--- config.mk ---
export PLATFORM = sky130hd
export DESIGN_NAME = preferred_tile_core_allocator
export DESIGN_NICKNAME = d
export VERILOG_FILES = /design/src/hw/rtl/ptca_pkg.sv /design/src/hw/rtl/ptca_ctrl.sv /design/src/hw/rtl/ptca_dp.sv /design/src/hw/rtl/preferred_tile_core_allocator.sv
export SDC_FILE = /design/constraint.sdc
export NUM_CORES = 1
export LEC_CHECK = 0
export ABC_AREA = 0
export BUFFER_PORTS_ARGS = -buffer_cell sky130_fd_sc_hd__buf_2
export CAP_MARGIN = 20
export CORE_ASPECT_RATIO = 0.5
export CORE_MARGIN = 2
export CORE_UTILIZATION = 48
export DETAILED_ROUTE_END_ITERATION = 12
export GPL_TIMING_DRIVEN = 0
export MAX_ROUTING_LAYER = met4
export PLACE_DENSITY_LB_ADDON = 0.08
export SLEW_MARGIN = 20
export SYNTH_ARGS = -nofsm -noshare
export SYNTH_HDL_FRONTEND = slang
export SYNTH_SLANG_ARGS = --single-unit
--- constraint.sdc ---
create_clock -name clk -period 24.5 [get_ports clk]
set_input_delay 4.9 -clock clk [delete_from_list [all_inputs] [get_ports clk]]
set_output_delay 4.9 -clock clk [all_outputs]
set_load 0.01 [all_outputs]
--- src/hw/rtl/ptca_pkg.sv ---
// shared constants, register indexes and control/status types for the core allocator
package ptca_pkg;

  localparam int MAX_TASKS = 16;
  localparam int MAX_CORES = 64;

  localparam int TASK_W  = 4;
  localparam int COUNT_W = 7;
  localparam int CORE_W  = 6;
  localparam int REG_W   = 64;
  localparam int IDX_W   = 2;
  localparam int TILE_W  = 4;
  localparam int LO_W    = TILE_W + COUNT_W;
  localparam int HI_W    = LO_W + 1;

  // popcount is taken a slice at a time
  localparam int SLICE_W  = 8;
  localparam int SLICES   = MAX_CORES / SLICE_W;
  localparam int SLICE_IW = $clog2(SLICES);

  // configuration register indexes
  localparam logic [IDX_W-1:0] REG_CORES_PER_TILE  = 2'd0;
  localparam logic [IDX_W-1:0] REG_TOTAL_CORES     = 2'd1;
  localparam logic [IDX_W-1:0] REG_PREFERRED_TILES = 2'd2;

  // controller to datapath
  typedef struct packed {
    logic load;
    logic build;
    logic count;
    logic emit;
    logic refuse;
  } ptca_cmd_t;

  // datapath to controller
  typedef struct packed {
    logic count_done;
    logic enough;
    logic emit_last;
  } ptca_status_t;

endpackage

--- src/hw/rtl/ptca_ctrl.sv ---
// sequencing state machine for the core allocator
module ptca_ctrl import ptca_pkg::*; (
  input  logic         clk,
  input  logic         rst,
  input  logic         start,
  input  ptca_status_t st,
  output ptca_cmd_t    cmd,
  output logic         busy
);

  typedef enum logic [5:0] {
    S_IDLE   = 6'b000001,
    S_BUILD  = 6'b000010,
    S_COUNT  = 6'b000100,
    S_CHECK  = 6'b001000,
    S_EMIT   = 6'b010000,
    S_REFUSE = 6'b100000
  } state_t;

  state_t state, state_next;

  // state register
  always_ff @(posedge clk) begin
    if (rst) begin
      state <= S_IDLE;
    end else begin
      state <= state_next;
    end
  end

  // next state and commands
  always_comb begin
    state_next = state;
    cmd        = '0;
    unique case (state)
      S_IDLE: begin
        if (start) begin
          cmd.load   = 1'b1;
          state_next = S_BUILD;
        end
      end
      S_BUILD: begin
        cmd.build  = 1'b1;
        state_next = S_COUNT;
      end
      S_COUNT: begin
        cmd.count = 1'b1;
        if (st.count_done) begin
          state_next = S_CHECK;
        end
      end
      S_CHECK: begin
        state_next = st.enough ? S_EMIT : S_REFUSE;
      end
      S_EMIT: begin
        cmd.emit = 1'b1;
        if (st.emit_last) begin
          state_next = S_IDLE;
        end
      end
      S_REFUSE: begin
        cmd.refuse = 1'b1;
        state_next = S_IDLE;
      end
      default: begin
        state_next = S_IDLE;
      end
    endcase
  end

  assign busy = (state != S_IDLE);

endmodule

--- src/hw/rtl/ptca_dp.sv ---
// config registers, window mask, free-core count and core picker
module ptca_dp import ptca_pkg::*; (
  input  logic                clk,
  input  logic                rst,
  input  logic                wr_en,
  input  logic [IDX_W-1:0]    wr_index,
  input  logic [REG_W-1:0]    wr_data,
  input  logic [TASK_W-1:0]   task_id,
  input  logic [COUNT_W-1:0]  core_count,
  input  logic [MAX_CORES-1:0] available_mask,
  input  ptca_cmd_t           cmd,
  output ptca_status_t        st,
  output logic [CORE_W-1:0]   core_index,
  output logic                granted,
  output logic                last,
  output logic                strobe
);

  logic [COUNT_W-1:0]   cores_per_tile;
  logic [COUNT_W-1:0]   total_cores;
  logic [REG_W-1:0]     preferred_tiles;

  logic [COUNT_W-1:0]   want;
  logic                 bad;
  logic [LO_W-1:0]      lo;
  logic [COUNT_W-1:0]   hi;
  logic [MAX_CORES-1:0] avail;
  logic [MAX_CORES-1:0] work;
  logic [COUNT_W-1:0]   cnt;
  logic [COUNT_W-1:0]   sent;
  logic [SLICE_IW-1:0]  slice;

  logic [TILE_W-1:0]    tile;
  logic                 use_tile;
  logic [LO_W-1:0]      lo_calc;
  logic [HI_W-1:0]      hi_sel;
  logic [COUNT_W-1:0]   limit;
  logic [COUNT_W-1:0]   hi_calc;
  logic [MAX_CORES-1:0] window;
  logic [SLICE_W-1:0]   slice_bits;
  logic [COUNT_W-1:0]   pop;
  logic [MAX_CORES-1:0] pick;
  logic [CORE_W-1:0]    pick_idx;

  // configuration registers
  always_ff @(posedge clk) begin
    if (rst) begin
      cores_per_tile  <= 7'd4;
      total_cores     <= 7'd16;
      preferred_tiles <= '0;
    end else if (wr_en) begin
      unique case (wr_index)
        REG_CORES_PER_TILE:  cores_per_tile  <= wr_data[COUNT_W-1:0];
        REG_TOTAL_CORES:     total_cores     <= wr_data[COUNT_W-1:0];
        REG_PREFERRED_TILES: preferred_tiles <= wr_data;
        default: ;
      endcase
    end
  end

  // window bounds for the incoming task
  always_comb begin
    tile     = preferred_tiles[{task_id, 2'b00} +: TILE_W];
    use_tile = (task_id == '0) || (tile != '0);
    lo_calc  = use_tile ? LO_W'(tile) * LO_W'(cores_per_tile) : LO_W'(cores_per_tile);
    hi_sel   = use_tile ? HI_W'(lo_calc) + HI_W'(cores_per_tile) : HI_W'(total_cores);
    limit    = (total_cores > COUNT_W'(MAX_CORES)) ? COUNT_W'(MAX_CORES) : total_cores;
    hi_calc  = (hi_sel > HI_W'(limit)) ? limit : hi_sel[COUNT_W-1:0];
  end

  // per-core window membership
  always_comb begin
    for (int c = 0; c < MAX_CORES; c++) begin
      window[c] = (LO_W'(c) >= lo) && (COUNT_W'(c) < hi);
    end
  end

  // popcount of the current slice
  always_comb begin
    slice_bits = work[{slice, 3'b000} +: SLICE_W];
    pop        = '0;
    for (int b = 0; b < SLICE_W; b++) begin
      pop = pop + COUNT_W'(slice_bits[b]);
    end
  end

  // lowest free core: isolate the bit, then encode it
  always_comb begin
    pick     = work & (~work + 1'b1);
    pick_idx = '0;
    for (int c = 0; c < MAX_CORES; c++) begin
      if (pick[c]) begin
        pick_idx = pick_idx | CORE_W'(c);
      end
    end
  end

  // status back to the controller
  assign st.count_done = (slice == SLICE_IW'(SLICES - 1));
  assign st.enough     = !bad && (cnt >= want);
  assign st.emit_last  = ((sent + 1'b1) == want);

  // working registers
  always_ff @(posedge clk) begin
    if (cmd.load) begin
      want  <= core_count;
      bad   <= (core_count == '0) || (core_count > COUNT_W'(MAX_CORES));
      lo    <= lo_calc;
      hi    <= hi_calc;
      avail <= available_mask;
    end
    if (cmd.build) begin
      work  <= avail & window;
      cnt   <= '0;
      sent  <= '0;
      slice <= '0;
    end
    if (cmd.count) begin
      cnt   <= cnt + pop;
      slice <= slice + 1'b1;
    end
    if (cmd.emit) begin
      work <= work & ~pick;
      sent <= sent + 1'b1;
    end
  end

  // result register
  always_ff @(posedge clk) begin
    if (rst) begin
      strobe <= 1'b0;
    end else begin
      strobe <= cmd.emit || cmd.refuse;
    end
  end

  always_ff @(posedge clk) begin
    if (cmd.emit) begin
      core_index <= pick_idx;
      granted    <= 1'b1;
      last       <= st.emit_last;
    end else if (cmd.refuse) begin
      core_index <= '0;
      granted    <= 1'b0;
      last       <= 1'b1;
    end
  end

  // a refusal is always a single closing result at core zero
  a_refuse_form: assert property (@(posedge clk) disable iff (rst)
    strobe && !granted |-> last && (core_index == '0))
    else $error("refusal result malformed");

  // picking only happens while free cores remain in the window
  a_emit_nonempty: assert property (@(posedge clk) disable iff (rst)
    cmd.emit |-> (work != '0))
    else $error("emit with empty work mask");

  // each pick shows up as a granted result the next cycle
  a_emit_result: assert property (@(posedge clk) disable iff (rst)
    cmd.emit |=> strobe && granted)
    else $error("emitted core not presented");

  // granted cores come out in ascending order
  a_ascending: assert property (@(posedge clk) disable iff (rst)
    strobe && granted && !last |=> strobe && (core_index > $past(core_index)))
    else $error("granted cores out of order");

endmodule

--- src/hw/rtl/preferred_tile_core_allocator.sv ---
// top level of the preferred-tile core allocator
//
// A request (task_id, core_count, available_mask) is taken at a clock edge
// where start is high and busy is low. The task's preferred tile picks a
// window of cores; the first core_count free cores of that window come out
// in ascending order, one per cycle on core_index with granted=1, the last
// one marked by last. If the window holds too few free cores, or core_count
// is zero or above 64, a single result with granted=0, last=1 comes out.
// Each result is valid for exactly one cycle, marked by strobe; the
// receiver cannot stall, so results are never held back.
// The first result follows these steps in order: bounds, window mask,
// 8 popcount slices of 8 cores, decision, result register. A task other
// than 0 with no preferred tile gets cores from cores_per_tile up to, not
// including, total_cores. busy stays high until the last result is
// registered; a new request may be accepted in that result cycle.
// Configuration: wr_en, wr_index, wr_data write one of cores_per_tile (0),
// total_cores (1) or preferred_tiles (2), by wr_index; write only while idle.
// Synchronous reset returns to idle and loads cores_per_tile=4,
// total_cores=16, preferred_tiles=0; no result is pending after reset.
module preferred_tile_core_allocator import ptca_pkg::*; (
  input  logic                 clk,
  input  logic                 rst,
  input  logic                 start,
  output logic                 busy,
  input  logic [TASK_W-1:0]    task_id,
  input  logic [COUNT_W-1:0]   core_count,
  input  logic [MAX_CORES-1:0] available_mask,
  input  logic                 wr_en,
  input  logic [IDX_W-1:0]     wr_index,
  input  logic [REG_W-1:0]     wr_data,
  output logic                 strobe,
  output logic [CORE_W-1:0]    core_index,
  output logic                 granted,
  output logic                 last
);

  ptca_cmd_t    cmd;
  ptca_status_t st;
  logic         ctrl_busy;

  // controller
  ptca_ctrl u_ctrl (
    .clk   (clk),
    .rst   (rst),
    .start (start),
    .st    (st),
    .cmd   (cmd),
    .busy  (ctrl_busy)
  );

  // datapath
  ptca_dp u_dp (
    .clk            (clk),
    .rst            (rst),
    .wr_en          (wr_en),
    .wr_index       (wr_index),
    .wr_data        (wr_data),
    .task_id        (task_id),
    .core_count     (core_count),
    .available_mask (available_mask),
    .cmd            (cmd),
    .st             (st),
    .core_index     (core_index),
    .granted        (granted),
    .last           (last),
    .strobe         (strobe)
  );

  assign busy = ctrl_busy;

endmodule
== Word-level counts from Yosys, hierarchy flattened ==
Cells that the tools add are included.
Word-level totals
  register bits: 264
  input port bits: 145
  output and inout bits: 10
  word-level logic and storage cells: 379
Cells by class
  add/sub/neg operators: 12
  multipliers: 1
  order comparisons: 132
  equality and inequality tests: 14
  shift operators: 2
  multiplexer cells: 112
  bitwise operators: 5
  reductions and logical operators: 84
Operators with widths (count)
  $mux W64: 7
  $ge A6 B11 Y1 const A: 32
  $mux W6: 42
  $lt A6 B7 Y1 const A: 32
  $and A64 B64 Y64: 3
  $ge A5 B11 Y1 const A: 16
  $not A64 Y64: 2
  $lt A5 B7 Y1 const A: 16
  $mux W7: 15
  $ge A4 B11 Y1 const A: 8
  $mux W5: 16
  $logic_and A1 B1 Y1: 65
  $add A64 B1 Y64 const B: 1
  $shiftx A64 B7 Y4: 1
  $shiftx A64 B7 Y8: 1
  $lt A4 B7 Y1 const A: 8
  $ge A3 B11 Y1 const A: 4
  $add A7 B1 Y7: 6
  $mux W4: 8
  $pmux W6 S5: 1
  $lt A3 B7 Y1 const A: 4
  $ge A1 B11 Y1 const A: 2
  $ge A2 B11 Y1 const A: 2
  $mux W3: 6
  other kinds (36): 64

== Logic depth before layout (Yosys ltp) ==
  depth after elaboration: 67
  mapped depth: 28
  mapped depth without buffers: 26

== Hierarchy ==
Synthesis repeated with hierarchy kept, for this count alone.
Second synthesis, totals
  cells, all modules: 1479
  area, all modules: 14885.5 um2
Modules (own cells, without submodules)
  ptca_dp: instances 1, cells each 1442, area each 14551.5 um2, sequential area each 6946.7 um2
  ptca_ctrl: instances 1, cells each 37, area each 334.1 um2, sequential area each 120.1 um2

== Least setup slack after synthesis ==
No wires, ideal clock.
  kind: input-to-reg
  start: in task_id[1]
  end: reg u_dp.hi[2], data pin
  library setup time: 0.260 ns
  data arrival time: 11.022 ns
  required time: 24.240 ns
  slack: 13.218 ns
  stages on the path: 23
  buffers on the path: 2
  cell sequence: buf_2 > buf_1 > mux4_2 > mux4_2 > nand2_1 > fa_1 > fa_1 > fa_1 > xor2_1 > o21ai_0 > ha_1 > o21a_1 > o31a_1 > o21ai_0 > nor2b_1 > xnor2_1 > mux2_2 > ha_1 > nand4_1 > o22a_1 > o31a_1 > nor3_2 > mux2_2
On the way
  cells in the longest elaborated chain, start to end: 8
  elaborated cells between the ends (all ways): 10
  those cells by class: add/sub (1); mul (1); order compare (1); shift (1); mux (3); reduce/logical (3)
RTL lines
  from (decl): RTL line preferred_tile_core_allocator.sv:25  | input logic [TASK_W-1:0] task_id,
  branches (longest 3 deep; another with $mul A4 B7 Y11)
  $mux W11 *: RTL line ptca_dp.sv:65  | lo_calc = use_tile ? LO_W'(tile) * LO_W'(cores_per_tile) : LO_W'(cores_per_tile);
  via u_dp.lo_calc[4]: RTL line ptca_dp.sv:35  | logic [LO_W-1:0] lo_calc;
  $add A11 B7 Y12 *: RTL line ptca_dp.sv:66  | hi_sel = use_tile ? HI_W'(lo_calc) + HI_W'(cores_per_tile) : HI_W'(total_cores);
  $mux W12 *: RTL line ptca_dp.sv:66
  $gt A12 B7 Y1 *: RTL line ptca_dp.sv:68  | hi_calc = (hi_sel > HI_W'(limit)) ? limit : hi_sel[COUNT_W-1:0];
  $mux W7 *: RTL line ptca_dp.sv:68
  via u_dp.hi_calc[2]: RTL line ptca_dp.sv:38  | logic [COUNT_W-1:0] hi_calc;
  to (signal assigned): RTL line ptca_dp.sv:109  | hi <= hi_calc;
  to (decl): RTL line ptca_dp.sv:26  | logic [COUNT_W-1:0] hi;
Mark *: on every way through the listed nets, which the timed path passes.
A chain may end at the register's enable or synchronous reset.

== Worst setup path in the final report ==
Ends and elaborated chain as after synthesis.

==> metrics.txt <==
# TYPE chip_impl_metric gauge
chip_impl_info{name="outcome",value="completed"} 1
chip_impl_metric{name="number_of_synthesized_flops_with_an_enable_pin",unit=""} 178
chip_impl_metric{name="synth-warning-count",unit=""} 0
chip_impl_metric{name="fin_skew",unit="ns"} 0.0167
chip_impl_metric{name="clkLatencyLatePin",unit="ns"} 0.56
chip_impl_info{name="ctsRootBufferMaster",value="clkbuf_16"} 1
chip_impl_metric{name="ys_seq_elements",unit=""} 264
chip_impl_metric{name="post_drt_wl_per_cell",unit="um"} 23.3
chip_impl_metric{name="yosysTopAreaCellShare",unit="%"} 35.2
chip_impl_metric{name="seq_power_share",unit="%"} 47.6
chip_impl_metric{name="detailed_place_hpwl",unit="um"} 38900
chip_impl_metric{name="cts_sinks",unit=""} 264
chip_impl_metric{name="vdd_ir_drop_max",unit="V"} 0.0000521
chip_impl_metric{name="wl",unit="um"} 50100
chip_impl_metric{name="core_area",unit="sq mm"} 0.0307
chip_impl_metric{name="drc",unit=""} 0
chip_impl_metric{name="place_congestion",unit=""} 1.02
chip_impl_metric{name="synth-seq-area-share",unit="%"} 46.5
chip_impl_metric{name="worst_ep_required_time",unit="ns"} 24.81
chip_impl_metric{name="power_frac_clock",unit="%"} 36.9
chip_impl_metric{name="postCtsHoldBufs",unit=""} 0
chip_impl_metric{name="tritoncts.num_buffers",unit=""} 25
chip_impl_metric{name="synth_fp_nets",unit=""} 1737
chip_impl_metric{name="fin_tns_setup",unit="ns"} 0
chip_impl_metric{name="achievable-frequency",unit="MHz"} 83.9
chip_impl_info{name="critical_path.endpoint_type",value="flip-flop"} 1
chip_impl_metric{name="drt_pass1_iterations",unit=""} 5
chip_impl_metric{name="detail-route-antenna-nets",unit=""} 0
chip_impl_metric{name="setup_violations",unit=""} 0
chip_impl_info{name="timing.critical_path.cells",value="buf_2 > buf_2 > buf_1 > mux4_2 > mux4_2 > nand2_1 > fa_1 > fa_1 > fa_1 > xor2_1 > o21ai_0 > ha_1 > o21a_1 > o31a_1 > o21ai_0 > nor2b_1 > xnor2_1 > mux2_2 > ha_1 > nand4_1 > o22a_1 > o31a_1 > nor3_2 > mux2_2"} 1
chip_impl_metric{name="final.period_utilization",unit="%"} 48.7
chip_impl_metric{name="final_nets",unit=""} 1922
chip_impl_metric{name="io_pins",unit=""} 155
chip_impl_metric{name="quantity_of_gates_resized_following_cts",unit=""} 0
chip_impl_metric{name="numPortBuffers",unit=""} 151
chip_impl_metric{name="async_flop_share",unit="%"} 0
chip_impl_metric{name="synth_cell_types",unit=""} 81
chip_impl_metric{name="detail_route.iter0.violations",unit=""} 1345
chip_impl_metric{name="critical_path_arrival",unit="ns"} 12.23
chip_impl_metric{name="floorplan.initialDensity",unit="%"} 49.4
chip_impl_metric{name="synth_area_per_cell",unit="sq um"} 9.96
chip_impl_info{name="path_class",value="in2reg"} 1
chip_impl_metric{name="grt_util_met2",unit="%"} 49.7
chip_impl_metric{name="gr-usage-met3",unit="%"} 6.86
chip_impl_metric{name="share_comb_of_total_power",unit="%"} 15.4
chip_impl_metric{name="antenna_found_initial",unit=""} 0
chip_impl_metric{name="core.rowCount",unit=""} 45
chip_impl_metric{name="dieArea",unit="sq mm"} 0.0332
chip_impl_metric{name="cts_setup_buffers",unit=""} 0
chip_impl_metric{name="power_density",unit="mW/mm^2"} 62.0
chip_impl_metric{name="die_h",unit="um"} 130
chip_impl_info{name="worst_setup_path_start_kind",value="primary input"} 1
chip_impl_metric{name="max_cap_violations",unit=""} 0
chip_impl_info{name="worst_hold_path_type",value="reg2reg"} 1
chip_impl_metric{name="internal_power",unit="uW"} 781
chip_impl_metric{name="global_route.usage.met1",unit="%"} 40.8
chip_impl_info{name="netlist.top_cell.by_area",value="edfxtp_1"} 1
chip_impl_metric{name="cts.reportedPaths.clkPinSlew",unit="ns"} 0.07
chip_impl_metric{name="power.switching",unit="uW"} 303
chip_impl_info{name="crit_path_frequent_cell",value="fa_1"} 1
chip_impl_info{name="cts_tree",value="built"} 1
chip_impl_metric{name="netlist_instances",unit=""} 1526
chip_impl_metric{name="post_route_cells_drive_above_1_share",unit="%"} 16.3
chip_impl_metric{name="largest_net_degree_at_the_start_of_global_routing",unit=""} 33
chip_impl_metric{name="grt_use_total",unit="%"} 31.0
chip_impl_metric{name="worst_hold_slack",unit="ns"} 0.442
chip_impl_metric{name="critPathMaxFanout",unit=""} 10
chip_impl_metric{name="timing.final.hold_violations",unit=""} 0
chip_impl_info{name="rsz_0062_raised_after_global_routing",value="false"} 1
chip_impl_metric{name="areaGrowthSynthToFinish",unit="%"} 15.0
chip_impl_metric{name="count_of_h_tree_levels_built_during_cts",unit=""} 1
chip_impl_metric{name="ctsLongestPathBuffers",unit=""} 3
chip_impl_metric{name="timing.final.max_slew_violations",unit=""} 0
chip_impl_metric{name="globalRoute.totalOverflow",unit=""} 0
chip_impl_metric{name="total_leakage_power",unit="uW"} 0.00649
chip_impl_metric{name="post_synth_instance_area",unit="sq mm"} 0.0152
chip_impl_metric{name="relSlewSlack",unit="%"} 30.1
chip_impl_info{name="netlist_top_cells_area",value="edfxtp_1, dfxtp_1, nand2_1"} 1
chip_impl_metric{name="switching_share",unit="%"} 28.0
chip_impl_metric{name="timing.final.crit_period",unit="ns"} 11.92
chip_impl_metric{name="routed_via_density",unit=""} 6.20
chip_impl_info{name="crit_slowest_cell",value="mux4_2"} 1
chip_impl_info{name="busiest_layer",value="met2"} 1
chip_impl_metric{name="antennaDiodeCount",unit=""} 0
chip_impl_metric{name="critical-path-max-stage-delay",unit="ns"} 0.58
chip_impl_metric{name="first_pass_grt_wire_length",unit="um"} 76000
chip_impl_metric{name="die_x",unit="um"} 256
chip_impl_metric{name="number_of_global_route_vias_before_repair",unit=""} 12775
chip_impl_metric{name="worst_pin_slew",unit="ns"} 1.05
chip_impl_metric{name="dr_total_vias",unit=""} 13340
chip_impl_info{name="postSynth.topFlopCell",value="edfxtp_1"} 1
## power groups by stage
stage / clock network, uW / registers (uW) / logic, uW
6_report: 400 / 516 / 167
2_1_floorplan: 0 / 522 / 101
3_5_place_dp: 0 / 526 / 163
3_3_place_gp: 0 / 530 / 153
4_1_cts: 406 / 516 / 164
5_1_grt: 424 / 518 / 180
## critical path: cells and delay by family
| kind | cells | cell delay [ns] |
|---|---|---|
| adder cells (fa/ha/maj) | 5 | 2.12 |
| multiplexers | 4 | 1.82 |
| AO/OA/AOI/OAI | 6 | 1.12 |
| XOR/XNOR | 2 | 0.27 |
| buffers and inverters | 3 | 0.98 |
| AND/OR/NAND/NOR | 4 | 0.99 |
## per-layer routing
| metal | routed length, um | share of wire [%] | vias up |
|---|---|---|---|
| met1 | 21200 | 42 | 6540 |
| li1 | - | - | 6073 |
| met3 | 4980 | 9.9 | 74 |
| met2 | 22900 | 46 | 653 |
| met5 | 0 | 0 | - |
| met4 | 975 | 1.9 | 0 |
## stage by stage
step	worst slack [ns]	area, sq um	utilization, %	total power (uW)	instances
floorplan	13.22	15200	-	623	1526
global placement	12.28	16500	53.6	683	2100
detailed placement	12.09	16700	54.2	688	2107
CTS	12.65	17500	56.9	1090	2152
global route	12.23	17500	56.9	1120	2152
finish	12.58	17500	56.9	1080	2152
## logic make-up (layout without fill, tap and decap cells)
| group | Yosys count | after routing | share of synthesized area (%) |
|---|---|---|---|
| buf+inv | 139 | 342 | 3.63 |
| flops | 264 | 264 | 46.5 |
| fa+ha+maj | 66 | 66 | 6.17 |
| mux | 69 | 69 | 7.51 |
| compound gates | 374 | 374 | 15.8 |
| simple gates | 586 | 586 | 18.8 |
| xor+xnor | 28 | 28 | 1.61 |
## registers in the layout, indices dropped and copies added, names as in the netlist
signal,flops
u_dp.cores_per_tile,7
u_dp.avail,64
u_dp.sent,7
u_ctrl.state,6
u_dp.work,64
u_dp.core_index,6
u_dp.want,7
u_dp.strobe,1
u_dp.hi,7
u_dp.cnt,7
u_dp.last,1
u_dp.total_cores,7
u_dp.preferred_tiles,64
u_dp.lo,11
u_dp.granted,1
u_dp.slice,3
u_dp.bad,1
## final cells by class
class / instances / area [sq um]
well taps: 423 / 529
fillers: 2726 / 13300
inverters: 61 / 229
clock inverters: 14 / 113
clock buffers: 31 / 712
plain buffers: 78 / 323
multi-input cells: 1123 / 7600
flip-flops and latches: 264 / 7070
repair buffers: 158 / 913
## cells in the mapped netlist, types with 7 or more instances
library cell  instances
or2_2                 7
mux2i_1              18
nand2_1             240
o21ai_1              11
nor3_1               35
nor3b_1               7
nor4_1                9
nor2_1              105
o22ai_1              15
nand3_1              45
buf_1                11
o31ai_1               8
mux2_2               15
inv_1                61
o221ai_1              7
o21ai_0              81
nand3b_1             11
nand2b_1             17
a21oi_1             100
nor2b_1              20
ha_1                 51
xnor2_1              14
a211oi_1              9
mux4_2               33
o211ai_1             37
o21a_1                9
a31oi_1              15
clkbuf_1             57
xor2_1               14
nand4_1              13
dfxtp_1              86
o311ai_0             12
o2111ai_1            10
and3_1               10
edfxtp_1            178
fa_1                 15
and2_1               25
or3_1                11
a21o_1               14
## placed cells by master, fill, tap and decap left out, types with 17 or more instances in the layout
| master | count |
|---|---|
| mux4_2 | 33 |
| clkbuf_1 | 58 |
| inv_1 | 62 |
| o211ai_1 | 37 |
| nor2b_1 | 20 |
| nor3_1 | 35 |
| clkbuf_16 | 27 |
| o21ai_0 | 80 |
| dfxtp_1 | 86 |
| nand2b_1 | 17 |
| edfxtp_1 | 178 |
| mux2i_1 | 18 |
| nand2_1 | 240 |
| a21oi_1 | 100 |
| buf_2 | 157 |
| nor2_1 | 104 |
| and2_1 | 25 |
| nand3_1 | 45 |
| ha_1 | 51 |
## final timing paths
kind                       startpoint            to  slack, ns  depth (start not counted)
min reg2reg              u_dp.granted  u_dp.granted       0.44                          2
max reg2reg  u_dp.preferred_tiles[14]    u_dp.hi[2]      17.64                         21
max                        task_id[1]    u_dp.hi[2]      12.58                         24
min                      u_dp.granted  u_dp.granted       0.44                          2
No activity file was read; power rests on OpenSTA's default activity.
